File: config.mk
export PLATFORM = sky130hd
export DESIGN_NAME = bmp_pixel_color_classifier_flat
export DESIGN_NICKNAME = d
export VERILOG_FILES = /design/src/design/bpcc_pkg.sv /design/src/design/bpcc_in_if.sv /design/src/design/bpcc_out_if.sv /design/src/design/bpcc_cfg_if.sv /design/src/design/bpcc_palette.sv /design/src/design/bpcc_serializer.sv /design/src/design/bmp_pixel_color_classifier.sv /design/src/flat_wrapper.sv
export VERILOG_INCLUDE_DIRS = /design/src /design/src/design
export SDC_FILE = /design/constraint.sdc
export NUM_CORES = 1
export LEC_CHECK = 0
export BUFFER_PORTS_ARGS = -buffer_cell sky130_fd_sc_hd__buf_2
export CAP_MARGIN = 15
export CORE_MARGIN = 1
export CORE_UTILIZATION = 40
export DETAILED_ROUTE_END_ITERATION = 16
export HOLD_SLACK_MARGIN = 0.1
export PLACE_DENSITY = 0.55
export SLEW_MARGIN = 20
export SYNTH_ARGS = -nofsm -noshare
export SYNTH_HDL_FRONTEND = slang
export SYNTH_SLANG_ARGS = --single-unit
File: constraint.sdc
create_clock -name clk_i -period 21.1 [get_ports clk_i]
set_input_delay 1.055 -clock clk_i [delete_from_list [all_inputs] [get_ports clk_i]]
set_output_delay 1.055 -clock clk_i [all_outputs]
set_load 0.01 [all_outputs]
File: src/design/bmp_pixel_color_classifier_assert.svh
// assertion macros used by the bitmap pixel classifier top level
`ifndef BMP_PIXEL_COLOR_CLASSIFIER_ASSERT_SVH
`define BMP_PIXEL_COLOR_CLASSIFIER_ASSERT_SVH

// property that must hold at every clock edge outside reset
`define BPCC_ASSERT(lbl, prop, msg) \
  lbl: assert property (@(posedge clk_i) disable iff (!rst_ni) prop) \
    else $error(msg);

// condition that must never be seen outside reset
`define BPCC_ASSERT_NEVER(lbl, cond, msg) \
  lbl: assert property (@(posedge clk_i) disable iff (!rst_ni) !(cond)) \
    else $error(msg);

`endif

File: src/design/bpcc_pkg.sv
// shared types, constants and helpers of the bitmap pixel classifier
package bpcc_pkg;

  localparam int DEF_MAX_WIDTH     = 1024;
  localparam int DEF_MAX_HEIGHT    = 1024;
  localparam int DEF_PALETTE_DEPTH = 256;

  localparam int BYTE_W     = 8;
  localparam int CLASS_W    = 2;
  localparam int COORD_W    = 10;
  localparam int DIM_W      = 11;
  localparam int PCOUNT_W   = 9;
  localparam int CFG_IDX_W  = 3;
  localparam int CFG_DATA_W = 11;
  localparam int MAX_PIX    = 8;
  localparam int PIX_CNT_W  = 4;

  // palette size used when the count register holds zero
  localparam logic [PCOUNT_W-1:0] PAL_DEF_4BIT = 9'd16;
  localparam logic [PCOUNT_W-1:0] PAL_DEF_8BIT = 9'd256;

  localparam logic [BYTE_W-1:0] LEVEL_FULL = 8'hFF;
  localparam logic [BYTE_W-1:0] LEVEL_NONE = 8'h00;

  typedef enum logic [1:0] {
    DEPTH_1BIT  = 2'd0,
    DEPTH_4BIT  = 2'd1,
    DEPTH_8BIT  = 2'd2,
    DEPTH_24BIT = 2'd3
  } depth_e;

  typedef enum logic [CLASS_W-1:0] {
    CLS_WHITE = 2'd0,
    CLS_RED   = 2'd1,
    CLS_BLACK = 2'd2
  } pix_class_e;

  typedef enum logic [CFG_IDX_W-1:0] {
    REG_DEPTH_MODE    = 3'd0,
    REG_IMAGE_WIDTH   = 3'd1,
    REG_IMAGE_HEIGHT  = 3'd2,
    REG_PALETTE_COUNT = 3'd3
  } cfg_reg_e;

  typedef enum logic {
    REQ_PALETTE = 1'b0,
    REQ_PIXEL   = 1'b1
  } req_e;

  typedef enum logic [1:0] {
    PH_BLUE  = 2'd0,
    PH_GREEN = 2'd1,
    PH_RED   = 2'd2
  } rgb_phase_e;

  // pixels produced by one data byte, oldest in slot 0
  typedef struct packed {
    logic [MAX_PIX-1:0][CLASS_W-1:0] cls;
    logic [MAX_PIX-1:0]              err;
    logic [PIX_CNT_W-1:0]            cnt;
    logic [COORD_W-1:0]              row;
    logic [COORD_W-1:0]              col;
    logic                            fe;
    logic                            err_sum;
  } batch_t;

  function automatic pix_class_e classify(input logic [BYTE_W-1:0] b,
                                          input logic [BYTE_W-1:0] g,
                                          input logic [BYTE_W-1:0] r);
    pix_class_e res;
    if (b == LEVEL_FULL && g == LEVEL_FULL && r == LEVEL_FULL) begin
      res = CLS_WHITE;
    end else if (b == LEVEL_NONE && g == LEVEL_NONE && r == LEVEL_FULL) begin
      res = CLS_RED;
    end else begin
      res = CLS_BLACK;
    end
    return res;
  endfunction

endpackage

File: src/design/bpcc_in_if.sv
// input channel: palette loads and pixel array bytes
interface bpcc_in_if;
  logic                          valid;
  logic                          ready;
  logic                          req_type;
  logic [bpcc_pkg::BYTE_W-1:0]   palette_index;
  logic [bpcc_pkg::BYTE_W-1:0]   entry_blue;
  logic [bpcc_pkg::BYTE_W-1:0]   entry_green;
  logic [bpcc_pkg::BYTE_W-1:0]   entry_red;
  logic [bpcc_pkg::BYTE_W-1:0]   data_byte;

  modport source (
    output valid, req_type, palette_index, entry_blue, entry_green, entry_red, data_byte,
    input  ready
  );
  modport sink (
    input  valid, req_type, palette_index, entry_blue, entry_green, entry_red, data_byte,
    output ready
  );
endinterface

File: src/design/bpcc_out_if.sv
// output channel: one classified pixel per transaction
interface bpcc_out_if;
  logic                          valid;
  logic                          ready;
  logic [bpcc_pkg::CLASS_W-1:0]  pixel_class;
  logic [bpcc_pkg::COORD_W-1:0]  out_row;
  logic [bpcc_pkg::COORD_W-1:0]  out_column;
  logic                          last;
  logic                          frame_end;
  logic                          index_error;

  modport source (
    output valid, pixel_class, out_row, out_column, last, frame_end, index_error,
    input  ready
  );
  modport sink (
    input  valid, pixel_class, out_row, out_column, last, frame_end, index_error,
    output ready
  );
endinterface

File: src/design/bpcc_cfg_if.sv
// configuration write channel
interface bpcc_cfg_if;
  logic                              valid;
  logic                              ready;
  logic [bpcc_pkg::CFG_IDX_W-1:0]    reg_index;
  logic [bpcc_pkg::CFG_DATA_W-1:0]   wdata;

  modport source (output valid, reg_index, wdata, input ready);
  modport sink   (input valid, reg_index, wdata, output ready);
endinterface

File: src/design/bpcc_palette.sv
// palette memory holding the class of each loaded entry, two registered read ports
module bpcc_palette #(
  parameter int PALETTE_DEPTH = bpcc_pkg::DEF_PALETTE_DEPTH,
  localparam int PIW = $clog2(PALETTE_DEPTH)
) (
  input  logic                                 clk_i,
  input  logic                                 wr_en_i,
  input  logic [PIW-1:0]                       wr_addr_i,
  input  logic [bpcc_pkg::BYTE_W-1:0]          blue_i,
  input  logic [bpcc_pkg::BYTE_W-1:0]          green_i,
  input  logic [bpcc_pkg::BYTE_W-1:0]          red_i,
  input  logic                                 rd_en_i,
  input  logic [1:0][PIW-1:0]                  rd_addr_i,
  output logic [1:0][bpcc_pkg::CLASS_W-1:0]    rd_cls_o
);

  logic [bpcc_pkg::CLASS_W-1:0] mem_q [PALETTE_DEPTH];
  logic [1:0][bpcc_pkg::CLASS_W-1:0] rd_q;

  // entries are stored already classified
  always_ff @(posedge clk_i) begin
    if (wr_en_i) begin
      mem_q[wr_addr_i] <= bpcc_pkg::classify(blue_i, green_i, red_i);
    end
  end

  always_ff @(posedge clk_i) begin
    if (rd_en_i) begin
      rd_q[0] <= mem_q[rd_addr_i[0]];
      rd_q[1] <= mem_q[rd_addr_i[1]];
    end
  end

  assign rd_cls_o = rd_q;

endmodule

File: src/design/bpcc_serializer.sv
// output stage that hands out the pixels of one byte, one per transaction
module bpcc_serializer (
  input  logic                 clk_i,
  input  logic                 rst_ni,
  input  logic                 valid_i,
  output logic                 ready_o,
  input  bpcc_pkg::batch_t     batch_i,
  bpcc_out_if.source           pix_o
);

  logic             valid_q, valid_d;
  bpcc_pkg::batch_t cur_q, cur_d;
  logic             emit;
  logic             last_pix;

  assign last_pix = (cur_q.cnt == bpcc_pkg::PIX_CNT_W'(1));
  assign emit     = valid_q && pix_o.ready;
  assign ready_o  = !valid_q || (emit && last_pix);

  always_comb begin
    cur_d   = cur_q;
    valid_d = valid_q;
    if (emit) begin
      cur_d.cls = {{bpcc_pkg::CLASS_W{1'b0}}, cur_q.cls[bpcc_pkg::MAX_PIX-1:1]};
      cur_d.err = {1'b0, cur_q.err[bpcc_pkg::MAX_PIX-1:1]};
      cur_d.cnt = cur_q.cnt - bpcc_pkg::PIX_CNT_W'(1);
      cur_d.col = cur_q.col + bpcc_pkg::COORD_W'(1);
      if (last_pix) begin
        valid_d = 1'b0;
      end
    end
    if (valid_i && ready_o) begin
      cur_d   = batch_i;
      valid_d = 1'b1;
    end
  end

  always_ff @(posedge clk_i or negedge rst_ni) begin
    if (!rst_ni) begin
      valid_q <= 1'b0;
    end else begin
      valid_q <= valid_d;
    end
  end

  always_ff @(posedge clk_i) begin
    cur_q <= cur_d;
  end

  assign pix_o.valid       = valid_q;
  assign pix_o.pixel_class = cur_q.cls[0];
  assign pix_o.out_row     = cur_q.row;
  assign pix_o.out_column  = cur_q.col;
  assign pix_o.last        = last_pix;
  assign pix_o.frame_end   = cur_q.fe && last_pix;
  assign pix_o.index_error = cur_q.err[0] || (cur_q.fe && last_pix && cur_q.err_sum);

endmodule

File: src/design/bmp_pixel_color_classifier.sv
// top level of the bitmap pixel classifier
// Takes the pixel array of a bitmap (bottom row first, rows padded to four bytes) one byte
// per transaction at 1, 4, 8 or 24 bits per pixel and returns one transaction per pixel with
// its class (white, red, black), its top-down row and its column; padding bytes and the first
// two bytes of a 24-bit pixel give nothing. Palette loads share the input channel and store
// the class of each entry; a palette index at or above the effective count gives black with
// index_error set, and the frame_end pixel also reports whether any pixel of the frame was
// bad. The output stage hands out one pixel per cycle while the output is ready, and a
// byte yields up to eight pixels in 1-bit mode, two in 4-bit mode and one otherwise; the
// stage takes the next byte as it hands out the last pixel of the current one. A byte is
// accepted each cycle while the output keeps up; the first pixel of a byte passes the byte
// decode register (where the palette read also lands) and then the output stage register.
// The palette is not cleared at reset: load every entry that a frame uses. A write to one
// of the four registers restarts the frame but keeps the palette; write configuration
// only while the block is idle.
`include "bmp_pixel_color_classifier_assert.svh"

module bmp_pixel_color_classifier #(
  parameter int MAX_WIDTH     = bpcc_pkg::DEF_MAX_WIDTH,
  parameter int MAX_HEIGHT    = bpcc_pkg::DEF_MAX_HEIGHT,
  parameter int PALETTE_DEPTH = bpcc_pkg::DEF_PALETTE_DEPTH
) (
  input  logic         clk_i,
  input  logic         rst_ni,
  bpcc_cfg_if.sink     cfg_i,
  bpcc_in_if.sink      pix_i,
  bpcc_out_if.source   pix_o
);

  localparam int CW   = $clog2(MAX_WIDTH + 1);
  localparam int RWD  = $clog2(MAX_HEIGHT + 1);
  localparam int BC_W = $clog2(3 * MAX_WIDTH + 4);
  localparam int PIW  = $clog2(PALETTE_DEPTH);

  // configuration registers
  bpcc_pkg::depth_e                  depth_q, depth_d;
  logic [bpcc_pkg::DIM_W-1:0]        width_q, width_d;
  logic [bpcc_pkg::DIM_W-1:0]        height_q, height_d;
  logic [bpcc_pkg::PCOUNT_W-1:0]     pcount_q, pcount_d;
  logic                              cfg_we;
  logic                              cfg_hit;

  // frame position state
  logic [RWD-1:0]                    row_q, row_d;
  logic [CW-1:0]                     col_q, col_d;
  logic [BC_W-1:0]                   rbc_q, rbc_d;
  logic [2*bpcc_pkg::BYTE_W-1:0]     hold_q, hold_d;
  bpcc_pkg::rgb_phase_e              phase_q, phase_d;
  logic                              err_latch_q, err_latch_d;

  // derived geometry
  logic [CW-1:0]                     w;
  logic [CW-1:0]                     room;
  logic [RWD-1:0]                    h;
  logic [BC_W-1:0]                   wb, db, stride, rbc_inc;
  logic [bpcc_pkg::PCOUNT_W-1:0]     pcnt_base, pcnt_eff;

  // byte decode
  logic                              in_acc;
  logic                              is_pix;
  logic                              in_zone;
  logic                              rgb_fire;
  logic [bpcc_pkg::BYTE_W-1:0]       data_b;
  logic [3:0]                        idx_hi, idx_lo;
  logic [bpcc_pkg::PIX_CNT_W-1:0]    n_pix;
  logic [bpcc_pkg::MAX_PIX-1:0]      pix_mask, err_raw, err_pix;
  logic                              err_any;
  logic [bpcc_pkg::MAX_PIX-1:0][bpcc_pkg::CLASS_W-1:0] cls_pre;

  // decode register and hand-off to the output stage
  logic                              s1_valid_q, s1_valid_d;
  bpcc_pkg::batch_t                  s1_q, s1_d;
  logic                              s1_pal_q;
  logic                              s1_load;
  logic                              ser_ready;
  bpcc_pkg::batch_t                  ser_batch;

  // palette ports
  logic                              pal_we;
  logic [1:0][PIW-1:0]               pal_raddr;
  logic [1:0][bpcc_pkg::CLASS_W-1:0] pal_rcls;

  // ---------------------------------------------------------------------------------------
  // configuration port, always ready
  // ---------------------------------------------------------------------------------------
  assign cfg_i.ready = 1'b1;
  assign cfg_we      = cfg_i.valid && cfg_i.ready;

  always_comb begin
    depth_d  = depth_q;
    width_d  = width_q;
    height_d = height_q;
    pcount_d = pcount_q;
    cfg_hit  = 1'b0;
    if (cfg_we) begin
      case (cfg_i.reg_index)
        bpcc_pkg::REG_DEPTH_MODE: begin
          depth_d = bpcc_pkg::depth_e'(cfg_i.wdata[1:0]);
          cfg_hit = 1'b1;
        end
        bpcc_pkg::REG_IMAGE_WIDTH: begin
          width_d = cfg_i.wdata;
          cfg_hit = 1'b1;
        end
        bpcc_pkg::REG_IMAGE_HEIGHT: begin
          height_d = cfg_i.wdata;
          cfg_hit  = 1'b1;
        end
        bpcc_pkg::REG_PALETTE_COUNT: begin
          pcount_d = cfg_i.wdata[bpcc_pkg::PCOUNT_W-1:0];
          cfg_hit  = 1'b1;
        end
        default: begin
          // unknown index: write dropped, frame kept
          cfg_hit = 1'b0;
        end
      endcase
    end
  end

  // ---------------------------------------------------------------------------------------
  // geometry: zero dimension means one, oversize saturates
  // ---------------------------------------------------------------------------------------
  always_comb begin
    if (width_q == '0) begin
      w = CW'(1);
    end else if (32'(width_q) > MAX_WIDTH) begin
      w = CW'(MAX_WIDTH);
    end else begin
      w = CW'(width_q);
    end
    if (height_q == '0) begin
      h = RWD'(1);
    end else if (32'(height_q) > MAX_HEIGHT) begin
      h = RWD'(MAX_HEIGHT);
    end else begin
      h = RWD'(height_q);
    end
  end

  // data bytes per row, then the stride rounded up to four bytes
  assign wb = BC_W'(w);

  always_comb begin
    case (depth_q)
      bpcc_pkg::DEPTH_1BIT:  db = (wb + BC_W'(7)) >> 3;
      bpcc_pkg::DEPTH_4BIT:  db = (wb + BC_W'(1)) >> 1;
      bpcc_pkg::DEPTH_8BIT:  db = wb;
      default:               db = wb + (wb << 1);
    endcase
  end

  assign stride  = (db + BC_W'(3)) & ~BC_W'(3);
  assign rbc_inc = rbc_q + BC_W'(1);
  assign in_zone = (rbc_q < db);
  assign room    = w - col_q;

  // effective palette count, capped at the memory depth
  always_comb begin
    if (pcount_q == '0) begin
      pcnt_base = (depth_q == bpcc_pkg::DEPTH_4BIT) ? bpcc_pkg::PAL_DEF_4BIT
                                                    : bpcc_pkg::PAL_DEF_8BIT;
    end else begin
      pcnt_base = pcount_q;
    end
    if (32'(pcnt_base) > PALETTE_DEPTH) begin
      pcnt_eff = bpcc_pkg::PCOUNT_W'(PALETTE_DEPTH);
    end else begin
      pcnt_eff = pcnt_base;
    end
  end

  // ---------------------------------------------------------------------------------------
  // byte decode: how many pixels, their classes and index errors
  // ---------------------------------------------------------------------------------------
  assign in_acc   = pix_i.valid && pix_i.ready;
  assign is_pix   = (pix_i.req_type == bpcc_pkg::REQ_PIXEL);
  assign data_b   = pix_i.data_byte;
  assign idx_hi   = data_b[7:4];
  assign idx_lo   = data_b[3:0];
  assign rgb_fire = (phase_q == bpcc_pkg::PH_RED);

  always_comb begin
    n_pix = '0;
    if (in_zone) begin
      case (depth_q)
        bpcc_pkg::DEPTH_1BIT: begin
          // pixels past the row width are dropped
          n_pix = (room >= CW'(8)) ? bpcc_pkg::PIX_CNT_W'(8) : bpcc_pkg::PIX_CNT_W'(room);
        end
        bpcc_pkg::DEPTH_4BIT: begin
          if (room >= CW'(2)) begin
            n_pix = bpcc_pkg::PIX_CNT_W'(2);
          end else if (room != '0) begin
            n_pix = bpcc_pkg::PIX_CNT_W'(1);
          end
        end
        bpcc_pkg::DEPTH_8BIT: begin
          if (room != '0) begin
            n_pix = bpcc_pkg::PIX_CNT_W'(1);
          end
        end
        default: begin
          if (rgb_fire && room != '0) begin
            n_pix = bpcc_pkg::PIX_CNT_W'(1);
          end
        end
      endcase
    end
  end

  always_comb begin
    for (int j = 0; j < bpcc_pkg::MAX_PIX; j++) begin
      pix_mask[j] = (bpcc_pkg::PIX_CNT_W'(j) < n_pix);
    end
  end

  always_comb begin
    err_raw = '0;
    case (depth_q)
      bpcc_pkg::DEPTH_4BIT: begin
        err_raw[0] = (bpcc_pkg::PCOUNT_W'(idx_hi) >= pcnt_eff);
        err_raw[1] = (bpcc_pkg::PCOUNT_W'(idx_lo) >= pcnt_eff);
      end
      bpcc_pkg::DEPTH_8BIT: begin
        err_raw[0] = (bpcc_pkg::PCOUNT_W'(data_b) >= pcnt_eff);
      end
      default: begin
        err_raw = '0;
      end
    endcase
  end

  assign err_pix = err_raw & pix_mask;
  assign err_any = |err_pix;

  // classes that need no palette: 1-bit pixels msb first, 24-bit triplets
  always_comb begin
    cls_pre = '0;
    case (depth_q)
      bpcc_pkg::DEPTH_1BIT: begin
        for (int j = 0; j < bpcc_pkg::MAX_PIX; j++) begin
          cls_pre[j] = data_b[bpcc_pkg::MAX_PIX-1-j] ? bpcc_pkg::CLS_WHITE
                                                     : bpcc_pkg::CLS_BLACK;
        end
      end
      bpcc_pkg::DEPTH_24BIT: begin
        cls_pre[0] = bpcc_pkg::classify(hold_q[7:0], hold_q[15:8], data_b);
      end
      default: begin
        cls_pre = '0;
      end
    endcase
  end

  // batch for the decode register
  always_comb begin
    s1_d.cls     = cls_pre;
    s1_d.err     = err_pix;
    s1_d.cnt     = n_pix;
    s1_d.row     = bpcc_pkg::COORD_W'(h - RWD'(1) - row_q);
    s1_d.col     = bpcc_pkg::COORD_W'(col_q);
    s1_d.fe      = ((col_q + CW'(n_pix)) == w) && (row_q == h - RWD'(1));
    s1_d.err_sum = err_latch_q | err_any;
  end

  // ---------------------------------------------------------------------------------------
  // frame position update, one step per accepted pixel array byte
  // ---------------------------------------------------------------------------------------
  always_comb begin
    row_d       = row_q;
    col_d       = col_q;
    rbc_d       = rbc_q;
    hold_d      = hold_q;
    phase_d     = phase_q;
    err_latch_d = err_latch_q;
    if (cfg_hit) begin
      // any register write restarts the frame
      row_d       = '0;
      col_d       = '0;
      rbc_d       = '0;
      hold_d      = '0;
      phase_d     = bpcc_pkg::PH_BLUE;
      err_latch_d = 1'b0;
    end else if (in_acc && is_pix) begin
      col_d       = col_q + CW'(n_pix);
      err_latch_d = err_latch_q | err_any;
      rbc_d       = rbc_inc;
      if (in_zone && depth_q == bpcc_pkg::DEPTH_24BIT) begin
        case (phase_q)
          bpcc_pkg::PH_BLUE: begin
            hold_d  = {bpcc_pkg::LEVEL_NONE, data_b};
            phase_d = bpcc_pkg::PH_GREEN;
          end
          bpcc_pkg::PH_GREEN: begin
            hold_d  = {data_b, hold_q[7:0]};
            phase_d = bpcc_pkg::PH_RED;
          end
          default: begin
            phase_d = bpcc_pkg::PH_BLUE;
          end
        endcase
      end
      // end of row after its last padding byte
      if (rbc_inc >= stride) begin
        rbc_d   = '0;
        col_d   = '0;
        hold_d  = '0;
        phase_d = bpcc_pkg::PH_BLUE;
        if (row_q + RWD'(1) >= h) begin
          row_d       = '0;
          err_latch_d = 1'b0;
        end else begin
          row_d = row_q + RWD'(1);
        end
      end
    end
  end

  always_ff @(posedge clk_i or negedge rst_ni) begin
    if (!rst_ni) begin
      depth_q     <= bpcc_pkg::DEPTH_1BIT;
      width_q     <= bpcc_pkg::DIM_W'(1);
      height_q    <= bpcc_pkg::DIM_W'(1);
      pcount_q    <= '0;
      row_q       <= '0;
      col_q       <= '0;
      rbc_q       <= '0;
      hold_q      <= '0;
      phase_q     <= bpcc_pkg::PH_BLUE;
      err_latch_q <= 1'b0;
    end else begin
      depth_q     <= depth_d;
      width_q     <= width_d;
      height_q    <= height_d;
      pcount_q    <= pcount_d;
      row_q       <= row_d;
      col_q       <= col_d;
      rbc_q       <= rbc_d;
      hold_q      <= hold_d;
      phase_q     <= phase_d;
      err_latch_q <= err_latch_d;
    end
  end

  // ---------------------------------------------------------------------------------------
  // palette: loads write, pixel bytes read both nibble slots in the accept cycle
  // ---------------------------------------------------------------------------------------
  assign pal_we       = in_acc && !is_pix && (32'(pix_i.palette_index) < PALETTE_DEPTH);
  assign pal_raddr[0] = (depth_q == bpcc_pkg::DEPTH_4BIT) ? PIW'(idx_hi) : PIW'(data_b);
  assign pal_raddr[1] = PIW'(idx_lo);

  bpcc_palette #(
    .PALETTE_DEPTH (PALETTE_DEPTH)
  ) u_palette (
    .clk_i     (clk_i),
    .wr_en_i   (pal_we),
    .wr_addr_i (PIW'(pix_i.palette_index)),
    .blue_i    (pix_i.entry_blue),
    .green_i   (pix_i.entry_green),
    .red_i     (pix_i.entry_red),
    .rd_en_i   (in_acc && is_pix),
    .rd_addr_i (pal_raddr),
    .rd_cls_o  (pal_rcls)
  );

  // ---------------------------------------------------------------------------------------
  // decode register: only bytes that yield pixels occupy it
  // ---------------------------------------------------------------------------------------
  assign s1_load     = in_acc && is_pix && (n_pix != '0);
  assign pix_i.ready = !s1_valid_q || ser_ready;

  always_comb begin
    s1_valid_d = s1_valid_q;
    if (s1_load) begin
      s1_valid_d = 1'b1;
    end else if (s1_valid_q && ser_ready) begin
      s1_valid_d = 1'b0;
    end
  end

  always_ff @(posedge clk_i or negedge rst_ni) begin
    if (!rst_ni) begin
      s1_valid_q <= 1'b0;
    end else begin
      s1_valid_q <= s1_valid_d;
    end
  end

  always_ff @(posedge clk_i) begin
    if (s1_load) begin
      s1_q     <= s1_d;
      s1_pal_q <= (depth_q == bpcc_pkg::DEPTH_4BIT) || (depth_q == bpcc_pkg::DEPTH_8BIT);
    end
  end

  // palette classes join here; a bad index forces black
  always_comb begin
    ser_batch = s1_q;
    if (s1_pal_q) begin
      ser_batch.cls[0] = s1_q.err[0] ? bpcc_pkg::CLS_BLACK : pal_rcls[0];
      ser_batch.cls[1] = s1_q.err[1] ? bpcc_pkg::CLS_BLACK : pal_rcls[1];
    end
  end

  bpcc_serializer u_serializer (
    .clk_i   (clk_i),
    .rst_ni  (rst_ni),
    .valid_i (s1_valid_q),
    .ready_o (ser_ready),
    .batch_i (ser_batch),
    .pix_o   (pix_o)
  );

  // ---------------------------------------------------------------------------------------
  // checks
  // ---------------------------------------------------------------------------------------
  `BPCC_ASSERT(a_load_no_batch,
    (in_acc && pix_i.req_type == bpcc_pkg::REQ_PALETTE) |=> !s1_valid_q,
    "palette load left a pixel batch behind")
  `BPCC_ASSERT(a_burst_continues,
    (pix_o.valid && pix_o.ready && !pix_o.last) |=> pix_o.valid,
    "pixel burst of one byte broke off before its last pixel")
  `BPCC_ASSERT(a_frame_end_last,
    (pix_o.valid && pix_o.frame_end) |-> pix_o.last,
    "frame end flagged on a pixel that does not close its byte")
  `BPCC_ASSERT_NEVER(a_col_in_row,
    col_q > w,
    "column counter ran past the row width")

endmodule

File: src/flat_wrapper.sv
// flat-port wrapper written by rule: the top's interface ports become plain ports
module bmp_pixel_color_classifier_flat 
#(
  parameter int MAX_WIDTH     = bpcc_pkg::DEF_MAX_WIDTH,
  parameter int MAX_HEIGHT    = bpcc_pkg::DEF_MAX_HEIGHT,
  parameter int PALETTE_DEPTH = bpcc_pkg::DEF_PALETTE_DEPTH
)
  (clk_i, rst_ni, cfg_i_valid, cfg_i_reg_index, cfg_i_wdata, cfg_i_ready, pix_i_valid, pix_i_req_type, pix_i_palette_index, pix_i_entry_blue, pix_i_entry_green, pix_i_entry_red, pix_i_data_byte, pix_i_ready, pix_o_valid, pix_o_pixel_class, pix_o_out_row, pix_o_out_column, pix_o_last, pix_o_frame_end, pix_o_index_error, pix_o_ready);
  bpcc_cfg_if cfg_i_i ();
  bpcc_in_if pix_i_i ();
  bpcc_out_if pix_o_i ();
  input  logic clk_i;
  input  logic rst_ni;
  input wire logic [$bits(cfg_i_i.valid)-1:0] cfg_i_valid;
  input wire logic [$bits(cfg_i_i.reg_index)-1:0] cfg_i_reg_index;
  input wire logic [$bits(cfg_i_i.wdata)-1:0] cfg_i_wdata;
  output wire logic [$bits(cfg_i_i.ready)-1:0] cfg_i_ready;
  input wire logic [$bits(pix_i_i.valid)-1:0] pix_i_valid;
  input wire logic [$bits(pix_i_i.req_type)-1:0] pix_i_req_type;
  input wire logic [$bits(pix_i_i.palette_index)-1:0] pix_i_palette_index;
  input wire logic [$bits(pix_i_i.entry_blue)-1:0] pix_i_entry_blue;
  input wire logic [$bits(pix_i_i.entry_green)-1:0] pix_i_entry_green;
  input wire logic [$bits(pix_i_i.entry_red)-1:0] pix_i_entry_red;
  input wire logic [$bits(pix_i_i.data_byte)-1:0] pix_i_data_byte;
  output wire logic [$bits(pix_i_i.ready)-1:0] pix_i_ready;
  output wire logic [$bits(pix_o_i.valid)-1:0] pix_o_valid;
  output wire logic [$bits(pix_o_i.pixel_class)-1:0] pix_o_pixel_class;
  output wire logic [$bits(pix_o_i.out_row)-1:0] pix_o_out_row;
  output wire logic [$bits(pix_o_i.out_column)-1:0] pix_o_out_column;
  output wire logic [$bits(pix_o_i.last)-1:0] pix_o_last;
  output wire logic [$bits(pix_o_i.frame_end)-1:0] pix_o_frame_end;
  output wire logic [$bits(pix_o_i.index_error)-1:0] pix_o_index_error;
  input wire logic [$bits(pix_o_i.ready)-1:0] pix_o_ready;
  assign cfg_i_i.valid = cfg_i_valid;
  assign cfg_i_i.reg_index = cfg_i_reg_index;
  assign cfg_i_i.wdata = cfg_i_wdata;
  assign cfg_i_ready = cfg_i_i.ready;
  assign pix_i_i.valid = pix_i_valid;
  assign pix_i_i.req_type = pix_i_req_type;
  assign pix_i_i.palette_index = pix_i_palette_index;
  assign pix_i_i.entry_blue = pix_i_entry_blue;
  assign pix_i_i.entry_green = pix_i_entry_green;
  assign pix_i_i.entry_red = pix_i_entry_red;
  assign pix_i_i.data_byte = pix_i_data_byte;
  assign pix_i_ready = pix_i_i.ready;
  assign pix_o_valid = pix_o_i.valid;
  assign pix_o_pixel_class = pix_o_i.pixel_class;
  assign pix_o_out_row = pix_o_i.out_row;
  assign pix_o_out_column = pix_o_i.out_column;
  assign pix_o_last = pix_o_i.last;
  assign pix_o_frame_end = pix_o_i.frame_end;
  assign pix_o_index_error = pix_o_i.index_error;
  assign pix_o_i.ready = pix_o_ready;
  bmp_pixel_color_classifier #(.MAX_WIDTH(MAX_WIDTH), .MAX_HEIGHT(MAX_HEIGHT), .PALETTE_DEPTH(PALETTE_DEPTH)) u_core (.clk_i(clk_i), .rst_ni(rst_ni), .cfg_i(cfg_i_i), .pix_i(pix_i_i), .pix_o(pix_o_i));
endmodule
### Word level (Yosys, flattened, before mapping)

Memories as Yosys holds them, arrays and structs flattened. A register that Yosys moved wholly into a read port is not among the register bits.
Index checks and enable logic that the tools add are counted.
W data, S select, Z words.

| word-level totals | value |
|---|---|
| input bits | 60 |
| memories | 1 |
| logic and storage cells | 222 |
| output and inout bits | 28 |
| register bits after elaboration | 189 |
| latch bits | 0 |
| memory bits (read-only) | 0 |
| bits in writable memories | 512 |

Memory list:

| memory | depth | bits a word | read ports | clocked after memory_dff | write ports | RTL line | source |
|---|---|---|---|---|---|---|---|
| u_core.u_palette.mem_q | 256 | 2 | 2 | 2 | 1 | bpcc_palette.sv:17 | `logic [bpcc_pkg::CLASS_W-1:0] mem_q [PALETTE_DEPTH];` |

| cells by class | value |
|---|---|
| shifts and indexed selects | 0 |
| mux-type cells | 70 |
| add/subtract/negate cells | 12 |
| equal/unequal tests | 18 |
| order comparisons | 19 |
| reduce and logical (&&, ||, !) cells | 58 |
| bitwise logic cells | 2 |
| multipliers | 0 |
| div/mod/pow operators | 0 |

Operator list:

| operator | number |
|---|---|
| $mux W11 | 11 |
| $mux W16 | 4 |
| $mux W50 | 1 |
| $eq A8 B8 Y1 const B | 6 |
| $mux W2 | 19 |
| $mux W12 | 3 |
| $pmux W12 S3 | 1 |
| $logic_not A8 Y1 | 4 |
| $pmux W16 S2 | 1 |
| $mux W28 | 1 |
| $mux W9 | 3 |
| $eq A11 B11 Y1 | 2 |
| $gt A11 B11 Y1 const B | 2 |
| $logic_not A11 Y1 | 2 |
| $logic_and A1 B1 Y1 | 20 |
| $ge A4 B9 Y1 | 2 |
| $lt A3 B4 Y1 const A | 4 |
| $mux W1 | 16 |
| $mux W4 | 4 |
| $reduce_and A2 Y1 | 7 |
| $add A11 B1 Y12 const B | 1 |
| $add A11 B12 Y12 | 1 |
| $add A11 B3 Y12 const B | 1 |
| $add A12 B1 Y12 const B | 1 |
| other kinds (43) | 62 |

### Logic depth before layout (Yosys ltp)

Gate-level depths: netlist (run 1).

| logic depth | value |
|---|---|
| depth after elaboration | 17 |
| mapped depth | 30 |
| gate-level depth less buffers | 29 |

### Hierarchy

A second synthesis (run 1) with hierarchy kept.

| second synthesis, totals | value |
|---|---|
| cells, all modules | 2900 |
| area total of the unflattened synthesis | 37872.6 um2 |

By module, submodules not included:

| module | cells each | seq. area each (um2) | area each (um2) | times used |
|---|---|---|---|---|
| bpcc_palette | 1683 | 15494.9 | 25922.4 | 1 |
| bmp_pixel_color_classifier | 1053 | 3320.7 | 9412.8 | 1 |
| bpcc_serializer | 164 | 1526.5 | 2537.4 | 1 |

### Worst setup path after synthesis (run 1)

OpenSTA, ideal clock, no wires.

| timing | value |
|---|---|
| path type | input to register |
| start point | in pix_i_entry_blue[4] |
| end point | mem u_core.u_palette.mem_q[0][1] (netlist name) (data pin) |
| setup time | 3538 ps |
| arrival | 28529 ps |
| path slack | -10967 ps |
| data required time | 17562 ps |
| cell stages on the path | 4 |
| buffers on the path | 0 |
| path through | nor4_1 nand4_1 nor3_1 a21oi_1 |

| between the ends | value |
|---|---|
| longest elaborated chain between the ends | 6 |
| elaborated cells on any way between the ends | 9 |
| those cells by class | eq/ne (1); mux (3); reduce/logical (5) |

Ends and longest elaborated chain:

| item | RTL line | source |
|---|---|---|
| from (decl) | flat_wrapper.sv:21 | `input wire logic [$bits(pix_i_i.entry_blue)-1:0] pix_i_entry_blue;` |
| $logic_not A8 Y1 | bpcc_pkg.sv:73 | `end else if (b == LEVEL_NONE && g == LEVEL_NONE && r == LEVEL_FULL) begin` |
| $logic_and A1 B1 Y1 (2 in series) | bpcc_pkg.sv:73 |  |
| $mux W2 | bpcc_pkg.sv:73 |  |
| $mux W2 (*) | bpcc_pkg.sv:71 | `if (b == LEVEL_FULL && g == LEVEL_FULL && r == LEVEL_FULL) begin` |
| $mux W2 (*) | bpcc_palette.sv:22 | `if (wr_en_i) begin` |
| to (decl) | bpcc_palette.sv:17 |  |

Every way passes the cells marked *; elsewhere a longest branch is shown, timed or not. The select of a mux whose other input is x is not followed.

==> results_dict.tcl, run 1 <==
set metrics [dict create \
    status "completed" \
    cts.clk_slew.worst_paths_ps 70 \
    vias_per_cell 5.59 \
    syn_area_um2 32200 \
    final_common_cell "edfxtp_1" \
    dp_hpwl_um 54500 \
    synth_top_area_cell "edfxtp_1" \
    cts_setup_buffers 0 \
    io_buffers 86 \
    syn-num-nets 2486 \
    rsz0062_at_grt "no" \
    die_y_um 286 \
    pre_cts_slack_ps 12960 \
    vias 19600 \
    grt_max_degree 258 \
    ant_nets 0 \
    hold_viol 0 \
    peakVddDrop_uv 70.3 \
    fin_cells 3507 \
    die_w_um 286 \
    cp.required_ps 21450 \
    grt_pass1_vias 20700 \
    syn_avg_cell_area_um2 13.8 \
    grt-ovfl-total 0 \
    wl_per_cell_um 23.5 \
    reg2regPathDepth 28 \
    crit_arrival_ps 8680 \
    clockRootBuffer "clkbuf_16" \
    cp_slowest_stage_delay_ps 710 \
    p_per_area_nw_per_um2 100 \
    pin_count 88 \
    ctsHoldBuffers 0 \
    hp-class "input pin to asynchronous set/reset pin" \
    ys_seq_area_frac 0.621 \
    min_period_over_period 0.395 \
    antenna_found_initial 4 \
    rows 103 \
    place.gp.congestion 0.907 \
    synthFlopType "edfxtp_1" \
    final.setup_skew_ps 62.8 \
    clock_latency_ps 650 \
    ctsHtreeMaxLevel 3 \
    clock_sinks 680 \
    busiest_layer "met2" \
    critPathKind "flip-flop to flip-flop" \
    fp.dieArea_um2 81600 \
    synth_edf_count 592 \
    setup_slack_ps 12770 \
    met2_usage 0.360 \
    synth_seq_cells 680 \
    initialDrtViolationCount 1373 \
    hold_ws_ps 386 \
    end_kind "flip-flop" \
    start_util 0.406 \
    grt.total_usage 0.204 \
    layout_min_cycle_time_ps 8330 \
    crit_path_top_delay_cell "a2111oi_0" \
    startpoint_type "flip-flop" \
    fmax_ghz 0.120 \
    cap_violations 0 \
    syn_inst 2333 \
    cts_buffers 76 \
    drc 0 \
    num-nets-final 2551 \
    worstReg2RegEnd "u_core.s1_q[1]$_DFFE_PP_" \
    grt_pass1_wl_um 126000 \
    synthDistinctLibCells 75 \
    netlist.area_leader.share 0.552 \
    crit_path_max_fanout 13 \
    crit_start "u_core.width_q[3]$_DFFE_PN0P_" \
    grtUsageMet3 0.0338 \
    finalSetupTns_ps 0 \
    ys_warn_count 0 \
    final_cell_mix "592 x edfxtp_1, 328 x nor2_1, 167 x nand2_1, 138 x mux4_2, 89 x ha_1" \
    r2r_start "u_core.width_q[3]$_DFFE_PN0P_" \
    maxSlewViolCount 0 \
    synth_area_leaders "edfxtp_1 55%, mux4_2 9.7%, dfrtp_1 6.7%" \
    coreArea_um2 79300 \
    dp.cells 3369 \
    finalSetupViolations 0 \
    r2r_slack_ps 12770 \
    async_reset_ff_frac 0.129 \
    slew_headroom 0.260 \
    gr-usage-met1 0.255 \
    power.leakage_nw 13.0 \
    tritoncts "built" \
    first_pass_iters 6 \
    finalWirelength_um 82400 \
    area_delta_synth_final_pct 12.7 \
    worst_pin_slew_ps 1100 \
    cts_resized 0 \
    clockBufferDepth 3 \
    post_route_cells_drive_above_1_share 0.180 \
]
## flip-flops by register name (all words and copies together), names as in the netlist, 2 cells and up
register,count
u_core.col_q,11
u_core.u_serializer.pix_o.out_column,10
u_core.rbc_q,12
u_core.pcount_q,9
u_core.u_serializer.cur_q,16
u_core.s1_q,37
u_core.u_serializer.pix_o.out_row,10
u_core.phase_q,2
u_core.depth_q,2
u_core.u_palette.mem_q,512
u_core.width_q,11
u_core.hold_q,16
u_core.height_q,11
u_core.u_palette.rd_cls_o,4
u_core.u_serializer.pix_o.pixel_class,2
u_core.row_q,11
## critical path, delay by kind of cell, from the launching register on
family / cells / cell delay, ps
AOI/OAI and AO/OA: 13 / 3580
xor gates and xnor gates: 2 / 290
adders and majority gates: 5 / 1670
buffers and inverters: 1 / 110
DFF: 1 / 540
and+or+nand+nor: 7 / 1850
## synthesized netlist by cell type (all sizes together), types with 23 or more instances
| master | count |
|---|---|
| a21o | 23 |
| a21oi | 64 |
| a22o | 32 |
| a22oi | 49 |
| buf | 47 |
| clkbuf | 95 |
| dfrtp | 86 |
| edfxtp | 592 |
| ha | 89 |
| inv | 55 |
| mux2 | 29 |
| mux4 | 138 |
| nand2 | 167 |
| nand3 | 44 |
| nand4 | 25 |
| nor2 | 330 |
| nor2b | 46 |
| nor3 | 35 |
| o21ai | 87 |
| xnor2 | 66 |
| xor2 | 26 |
## cells by family (layout without fill, tap and decap cells)
group	after synthesis	count (layout)	share of synthesized area
AO/OA/AOI/OAI	360	360	0.0770
XOR/XNOR	92	92	0.0250
AND/OR/NAND/NOR	729	729	0.103
flip-flops	680	680	0.621
other	1	2	0.000116
multiplexers	178	178	0.110
adder cells (fa/ha/maj)	93	93	0.0371
buffers and inverters	200	323	0.0272
## area by class of cell
class                   instances  area, um2
diodes                          1       2.50
clock inverters                48        603
flip-flops and latches        680      20000
multi-input cells            1453      11400
clock buffers                  88       1950
fillers                      7091      43000
repair buffers                129        805
inverters                      58        218
well taps                    1050       1310
## through the flow
| step | power, mW | utilization | area (um2) |
|---|---|---|---|
| 4_1_cts | 3.67 | 0.457 | 36200 |
| 5_1_grt | 3.80 | 0.458 | 36300 |
| 2_1_floorplan | 2.11 | - | 32200 |
| 3_3_place_gp | 2.31 | 0.425 | 33700 |
| 6_report | 3.64 | 0.458 | 36300 |
| 3_5_place_dp | 2.32 | 0.425 | 33700 |
## layer usage
| layer | vias up | share of wire |
|---|---|---|
| li1 | 8996 | - |
| met1 | 9993 | 0.41 |
| met2 | 474 | 0.51 |
| met3 | 151 | 0.046 |
| met4 | 4 | 0.031 |
| met5 | - | 0.00033 |
## where the power goes
| part | internal, mW | switching, mW | total [mW] | leakage [nW] |
|---|---|---|---|---|
| combinational | 0.276 | 0.437 | 0.712 | 4.50 |
| clock | 0.783 | 0.561 | 1.34 | 1.21 |
| sequential | 1.53 | 0.0512 | 1.58 | 7.29 |
| total | 2.59 | 1.05 | 3.64 | 13.0 |
## how the worst max path moves through the flow
stage | to | slack (ps) | cells after the start
finish | u_core.s1_q[1]$_DFFE_PP_ | 12770 | 28
global route | u_core.s1_q[1]$_DFFE_PP_ | 12330 | 28
detailed placement | u_core.s1_q[1]$_DFFE_PP_ | 12960 | 28
floorplan | u_core.u_palette.mem_q[0][1]$_DFFE_PP_ | 1520 | 4
global placement | u_core.s1_q[1]$_DFFE_PP_ | 13110 | 28
CTS | u_core.s1_q[1]$_DFFE_PP_ | 12900 | 28
No activity file was read; power rests on OpenSTA's default activity.
==> run 2: changes to the inputs <==
--- a/config.mk
+++ b/config.mk
@@ -6,13 +6,14 @@
 export SDC_FILE = /design/constraint.sdc
 export NUM_CORES = 1
 export LEC_CHECK = 0
+export ABC_AREA = 1
 export BUFFER_PORTS_ARGS = -buffer_cell sky130_fd_sc_hd__buf_2
 export CAP_MARGIN = 15
 export CORE_MARGIN = 1
 export CORE_UTILIZATION = 40
 export DETAILED_ROUTE_END_ITERATION = 16
 export HOLD_SLACK_MARGIN = 0.1
-export PLACE_DENSITY = 0.55
+export PLACE_DENSITY = 0.57
 export SLEW_MARGIN = 20
 export SYNTH_ARGS = -nofsm -noshare
 export SYNTH_HDL_FRONTEND = slang
==> constraint.sdc (replaced) <==
create_clock -name clk_i -period 7.4 [get_ports clk_i]
set_input_delay 0.37 -clock clk_i [delete_from_list [all_inputs] [get_ports clk_i]]
set_output_delay 0.37 -clock clk_i [all_outputs]
set_load 0.01 [all_outputs]
==> run 2 against run 1 <==
  * Wire length is 9.5% higher
  * Global-route usage up 0.93 points
  * Fmax increased by 24%
  * Worst setup slack worse by 12000 ps
  * Synthesized area up 2.9%
  * Register-to-register slack lost 12000 ps
  * Worst hold slack got worse by 260 ps
  * Critical path type unchanged
  * Largest cell class unchanged
  * Largest power group unchanged
==> results_dict.tcl, run 2 <==
set metrics [dict create \
    status "completed" \
    grt_pass1_wl_um 136000 \
    grt_pass1_vias 23500 \
    layout_min_cycle_time_ps 6710 \
    cp_num_buf_inv 7 \
    netlist.area_leader.share 0.537 \
    ctsHtreeMaxLevel 3 \
    maxSlewViolCount 0 \
    critPathKind "flip-flop to flip-flop" \
    synth_seq_cells 680 \
    power.leakage_nw 15.0 \
    antenna_found_initial 4 \
    synthFlopType "edfxtp_1" \
    tritoncts "built" \
    ys_seq_area_frac 0.603 \
    final_common_cell "nor2_1" \
    synthTopCellsByCount "670 x nor2_1, 592 x edfxtp_1, 417 x o21ai_0" \
    clock_sinks 680 \
    synthDistinctLibCells 67 \
    grt.total_usage 0.214 \
    syn_inst 3297 \
    reg_top3 "u_core.u_palette.mem_q: 512 flops, u_core.s1_q: 37 flops" \
    die_w_um 290 \
    die_y_um 290 \
    grt-ovfl-total 0 \
    dp_hpwl_um 56300 \
    synth_top_area_cell "edfxtp_1" \
    end_kind "flip-flop" \
    hold_ws_ps 125 \
    area_delta_synth_final_pct 12.1 \
    finalWirelength_um 90200 \
    crit_path_top_delay_cell "dfrtp_1" \
    syn-num-nets 3450 \
    fill_cells 7864 \
    slew_headroom 0.317 \
    startpoint_type "flip-flop" \
    clockRootBuffer "clkbuf_16" \
    ys_warn_count 0 \
    final.setup_skew_ps 70.4 \
    syn_avg_cell_area_um2 10.0 \
    ant_nets 0 \
    crit_arrival_ps 7180 \
    coreArea_um2 82000 \
    io_buffers 86 \
    wl_per_cell_um 20.3 \
    first_pass_iters 6 \
    drc 0 \
    fmax_ghz 0.149 \
    cts_buffers 76 \
    fp.dieArea_um2 83900 \
    pin_count 88 \
    async_reset_ff_frac 0.129 \
    top_register "u_core.u_palette.mem_q" \
    synth_area_leaders "edfxtp_1 54%, nor2_1 7.6%, dfrtp_1 6.5%" \
    hp-class "input pin to flip-flop" \
    grt_max_degree 207 \
    synth_edf_count 592 \
    yosysMostFrequentCell "nor2_1" \
    finalPower_mw 10.9 \
    peakVddDrop_uv 232 \
    num-nets-final 3477 \
    vias 24300 \
    vias_per_cell 5.45 \
    post-route-util 0.453 \
    cap_violations 0 \
    crit_top_cell "inv_1" \
    rows 105 \
    cp.required_ps 7870 \
    clockBufferDepth 3 \
    final_cell_mix "667 x nor2_1, 592 x edfxtp_1, 415 x o21ai_0, 320 x nand2_1, 257 x inv_1" \
    crit_family "simple AND/OR/NAND/NOR gates" \
    cts.clk_slew.worst_paths_ps 60 \
    finalSetupViolations 0 \
    finalSetupTns_ps 0 \
    start_util 0.404 \
    syn_area_um2 33100 \
    post_route_cells_drive_above_1_share 0.0962 \
    crit_path_max_fanout 6 \
    hold_viol 0 \
    initialDrtViolationCount 2000 \
    min_period_over_period 0.907 \
    p_per_area_nw_per_um2 294 \
    rsz0062_at_grt "no" \
    clock_latency_ps 650 \
    cp_slowest_stage_delay_ps 390 \
    largest_reg_flops 512 \
    worst_pin_slew_ps 1020 \
    place.gp.congestion 0.945 \
]
## run 2: changes by cell type after synthesis, sizes merged, moves of 29 or more
cell / previous run / this run
clkbuf: 95 / 152
mux4: 138 / 0
nor2: 330 / 679
o21ai: 87 / 445
nand2: 167 / 346
a22o: 32 / 0
o22ai: 2 / 163
nor2b: 46 / 0
xor2: 26 / 57
a22oi: 49 / 2
nand3: 44 / 123
inv: 55 / 268
mux2: 29 / 0
xnor2: 66 / 13
## run 2: through the flow
| stage | setup slack [ps] | area, um2 | cells |
|---|---|---|---|
| after floorplan | 1280 | 33100 | 3297 |
| after detailed placement | 282 | 34500 | 4303 |
| after CTS | 236 | 37100 | 4445 |
| after global routing | 11.7 | 37100 | 4449 |
| after global placement | 394 | 34500 | 4303 |
| final | 691 | 37100 | 4450 |
## run 2: layer usage
layer,track usage,vias up,wire length [um]
li1,-,11600,-
met1,0.283,11800,38600
met2,0.354,730,42800
met3,0.0309,179,5460
met4,0.0855,4,3410
met5,0,-,20
## run 2: path summary, 6_finish.rpt
check	startpoint	endpoint	slack (ps)	cells after the start
setup / recovery	u_core.width_q[1]$_DFFE_PN0P_	u_core.s1_q[1]$_DFFE_PP_	690	41
hold / removal	cfg_i_wdata[2]	u_core.width_q[2]$_DFFE_PN0P_	130	3
setup reg to reg	u_core.width_q[1]$_DFFE_PN0P_	u_core.s1_q[1]$_DFFE_PP_	690	41
hold reg to reg	u_core.s1_q[17]$_DFFE_PP_	u_core.u_serializer.pix_o.out_row[5]$_DFFE_PP_	420	0
max in group asynchronous	rst_ni	u_core.phase_q[0]$_DFFE_PN0P_	6040	3
min in group asynchronous	rst_ni	u_core.row_q[3]$_DFFE_PN0P_	270	2
## run 2: power by group
part / internal (mW) / switching [mW]
Sequential: 4.37 / 0.123
Combinational: 0.878 / 1.80
Clock: 2.19 / 1.57
## run 2: cell families after synthesis
| logic type | synth area share |
|---|---|
| other cells | 0.000113 |
| buf+inv | 0.0563 |
| fa+ha+maj | 0.0361 |
| flops | 0.603 |
| compound gates | 0.132 |
| simple gates | 0.153 |
| xor+xnor | 0.0187 |
## run 2: layout make-up
| cell class | instances | area (um2) | share of cell area |
|---|---|---|---|
| sequential | 680 | 20000 | 0.538 |
| inverter | 274 | 1040 | 0.0281 |
| antenna | 2 | 5.00 | 0.000135 |
| tap | 1070 | 1340 | 0.0361 |
| clock buffer | 95 | 2050 | 0.0551 |
| clock inverter | 37 | 439 | 0.0118 |
| multi-input combinational | 2153 | 11400 | 0.306 |
| timing repair buffer | 139 | 906 | 0.0244 |
## run 2: worst min-delay path, cell delays in order
cell	delay, ps
buf_2	70
inv_1	100
o21ai_0	170
## run 2: repair_timing
item / in CTS / in global routing
hold buffers: 10 / 0
endpoints found under the hold margin: 54 / 0
endpoints found under the setup margin: 0 / 4
gates resized for setup: 0 / 10
buffers inserted: 0 / 3
==> run 3: changes to the inputs <==
--- a/config.mk
+++ b/config.mk
@@ -7,13 +7,14 @@
 export NUM_CORES = 1
 export LEC_CHECK = 0
 export ABC_AREA = 1
+export ABC_CLOCK_PERIOD_IN_PS = 7400
 export BUFFER_PORTS_ARGS = -buffer_cell sky130_fd_sc_hd__buf_2
 export CAP_MARGIN = 15
 export CORE_MARGIN = 1
-export CORE_UTILIZATION = 40
+export CORE_UTILIZATION = 49
 export DETAILED_ROUTE_END_ITERATION = 16
 export HOLD_SLACK_MARGIN = 0.1
-export PLACE_DENSITY = 0.57
+export PLACE_DENSITY = 0.68
 export SLEW_MARGIN = 20
 export SYNTH_ARGS = -nofsm -noshare
 export SYNTH_HDL_FRONTEND = slang
==> run 3 against run 2 <==
  * Highest routed layer unchanged
  * First-iteration DRC count increased by 8.5%
  * Worst setup slack improved by 63 ps
  * Critical endpoint unchanged
  * Sequential cell count unchanged
  * Sequential share of layout area increased by 0.45 points
  * Wire length decreased by 3.6%
  * Final area decreased by 0.83%
  * Global-route usage increased by 3.9 points
  * Worst hold slack improved by 11 ps
==> results_dict.tcl, run 3 (synthesis results as in run 2) <==
set metrics [dict create \
    routed-wl-met3_um 6020 \
    cp_num_buf_inv 5 \
    start_util 0.499 \
    clockBufferDepth 3 \
    worst_pin_slew_ps 1160 \
    vias 24600 \
    crit_family "simple AND/OR/NAND/NOR gates" \
    hold_viol 0 \
    area_delta_synth_final_pct 11.2 \
    cap_violations 0 \
    wl_met1_um 35600 \
    design_area_um2 36800 \
    grt_max_degree 239 \
    pin_count 88 \
    place.gp.congestion 0.954 \
    finalWirelength_um 87000 \
    top_register "u_core.u_palette.mem_q" \
    cts.clk_slew.worst_paths_ps 60 \
    cp.required_ps 7870 \
    crit_path_top_delay_cell "a2111oi_4" \
    vias_per_cell 5.78 \
    r2r_slack_ps 750 \
    min_period_over_period 0.898 \
    reg_top3 "u_core.u_palette.mem_q: 512 flops, u_core.s1_q: 37 flops" \
    power.leakage_nw 14.9 \
    clockRootBuffer "clkbuf_16" \
    fmax_ghz 0.150 \
    status "completed" \
    ctsHtreeMaxLevel 3 \
    rows 94 \
    startpoint_type "flip-flop" \
    wl_per_cell_um 20.5 \
    finalSetupViolations 0 \
    final_cell_mix "667 x nor2_1, 592 x edfxtp_1, 415 x o21ai_0, 324 x nand2_1, 256 x inv_1" \
    setup_slack_ps 755 \
    cts_buffers 73 \
    final_common_cell "nor2_1" \
    first_pass_iters 5 \
    maxSlewViolCount 0 \
    antenna_found_initial 2 \
    tritoncts "built" \
    p_per_area_nw_per_um2 294 \
    cp_slowest_stage_delay_ps 460 \
    end_kind "flip-flop" \
    placed_area_um2 34200 \
    largest_reg_flops 512 \
    crit_arrival_ps 7110 \
    dp_hpwl_um 53900 \
    grt-ovfl-total 0 \
    hp-class "input pin to flip-flop" \
    grt_pass1_vias 23200 \
    top_layer "met5" \
    initialDrtViolationCount 2169 \
    die_w_um 262 \
    layout_min_cycle_time_ps 6650 \
    drc 0 \
    grt.total_usage 0.253 \
    coreArea_um2 66300 \
    die_y_um 262 \
    critPathKind "flip-flop to flip-flop" \
    clock_latency_ps 640 \
    routed-wl-met2_um 41600 \
    final.setup_skew_ps 40.5 \
    antenna_cells 0 \
    fp.dieArea_um2 68600 \
    peakVddDrop_uv 273 \
    post_route_cells_drive_above_1_share 0.0966 \
    ant_nets 0 \
    io_buffers 86 \
    crit_path_max_fanout 6 \
    slew_headroom 0.224 \
    clock_sinks 680 \
    grt_pass1_wl_um 132000 \
    pre_cts_slack_ps 342 \
    num-nets-final 3481 \
]
==> run 3: changes by cell type in the layout (fill, tap and decap cells not counted), sizes merged <==
cell	previous run	this run
buf	129	135
bufinv	6	7
clkbuf	95	85
clkinv	33	41
clkinvlp	1	4
diode	2	0
dlygate4sd3	10	11
inv	271	269
==> run 3: worst paths after layout <==
kind                                                from                                              to  cells after the start
min                                       cfg_i_wdata[1]                   u_core.width_q[1]$_DFFE_PN0P_                      3
min in group asynchronous                         rst_ni     u_core.u_serializer.pix_o.valid$_DFFE_PN0P_                      2
max in group asynchronous                         rst_ni                     u_core.row_q[2]$_DFFE_PN0P_                      3
min reg2reg                    u_core.s1_q[17]$_DFFE_PP_  u_core.u_serializer.pix_o.out_row[5]$_DFFE_PP_                      0
max reg2reg                u_core.width_q[1]$_DFFE_PN0P_                        u_core.s1_q[1]$_DFFE_PP_                     42
max                        u_core.width_q[1]$_DFFE_PN0P_                        u_core.s1_q[1]$_DFFE_PP_                     42
==> run 3: worst register-to-register path: cells and delay by family (launching register included) <==
family | cells | cell delay (ps)
buffers and inverters | 5 | 380
and+or+nand+nor | 22 | 2570
adders and majority gates | 4 | 1190
DFF | 1 | 410
xor gates and xnor gates | 1 | 230
AOI/OAI and AO/OA | 10 | 1760
==> run 3: layer usage <==
layer / global-route usage / vias to the layer above
li1: - / 11600
met3: 0.0403 / 229
met1: 0.327 / 11800
met4: 0.102 / 4
met2: 0.425 / 921
met5: 0 / -
==> run 3: cell type report <==
class	instances	area, um2
repair buffers	146	936
clock inverters	47	492
well taps	864	1080
inverters	274	1040
fillers	5839	29500
clock buffers	85	1910
multi-input cells	2153	11400
flip-flops and latches	680	20000
==> run 3: stage by stage <==
stage | std cells | setup TNS [ps] | total power [mW] | utilization | hold slack (ps)
2_1_floorplan | 3297 | 0 | 6.46 | - | 74.4
3_3_place_gp | 4103 | 0 | 7.16 | 0.516 | 356
3_5_place_dp | 4103 | 0 | 7.19 | 0.516 | 351
4_1_cts | 4246 | 0 | 10.8 | 0.554 | 104
5_1_grt | 4249 | -4.82 | 11.3 | 0.555 | 126
6_report | 4249 | 0 | 10.8 | 0.555 | 136
==> run 3: timing repair <==
| action | CTS | global route |
|---|---|---|
| setup buffers | 0 | 3 |
| hold endpoints to repair | 58 | 0 |
| hold buffers | 11 | 0 |
| gates resized for setup | 0 | 13 |
| endpoints found under the setup margin | 0 | 4 |
==> run 3: report_power, final <==
| part | internal (mW) | switching (mW) | leakage, nW | total [mW] |
|---|---|---|---|---|
| clock network | 2.11 | 1.55 | 1.16 | 3.66 |
| registers | 4.37 | 0.122 | 7.92 | 4.49 |
| logic | 0.876 | 1.79 | 5.86 | 2.67 |
| total | 7.36 | 3.46 | 14.9 | 10.8 |
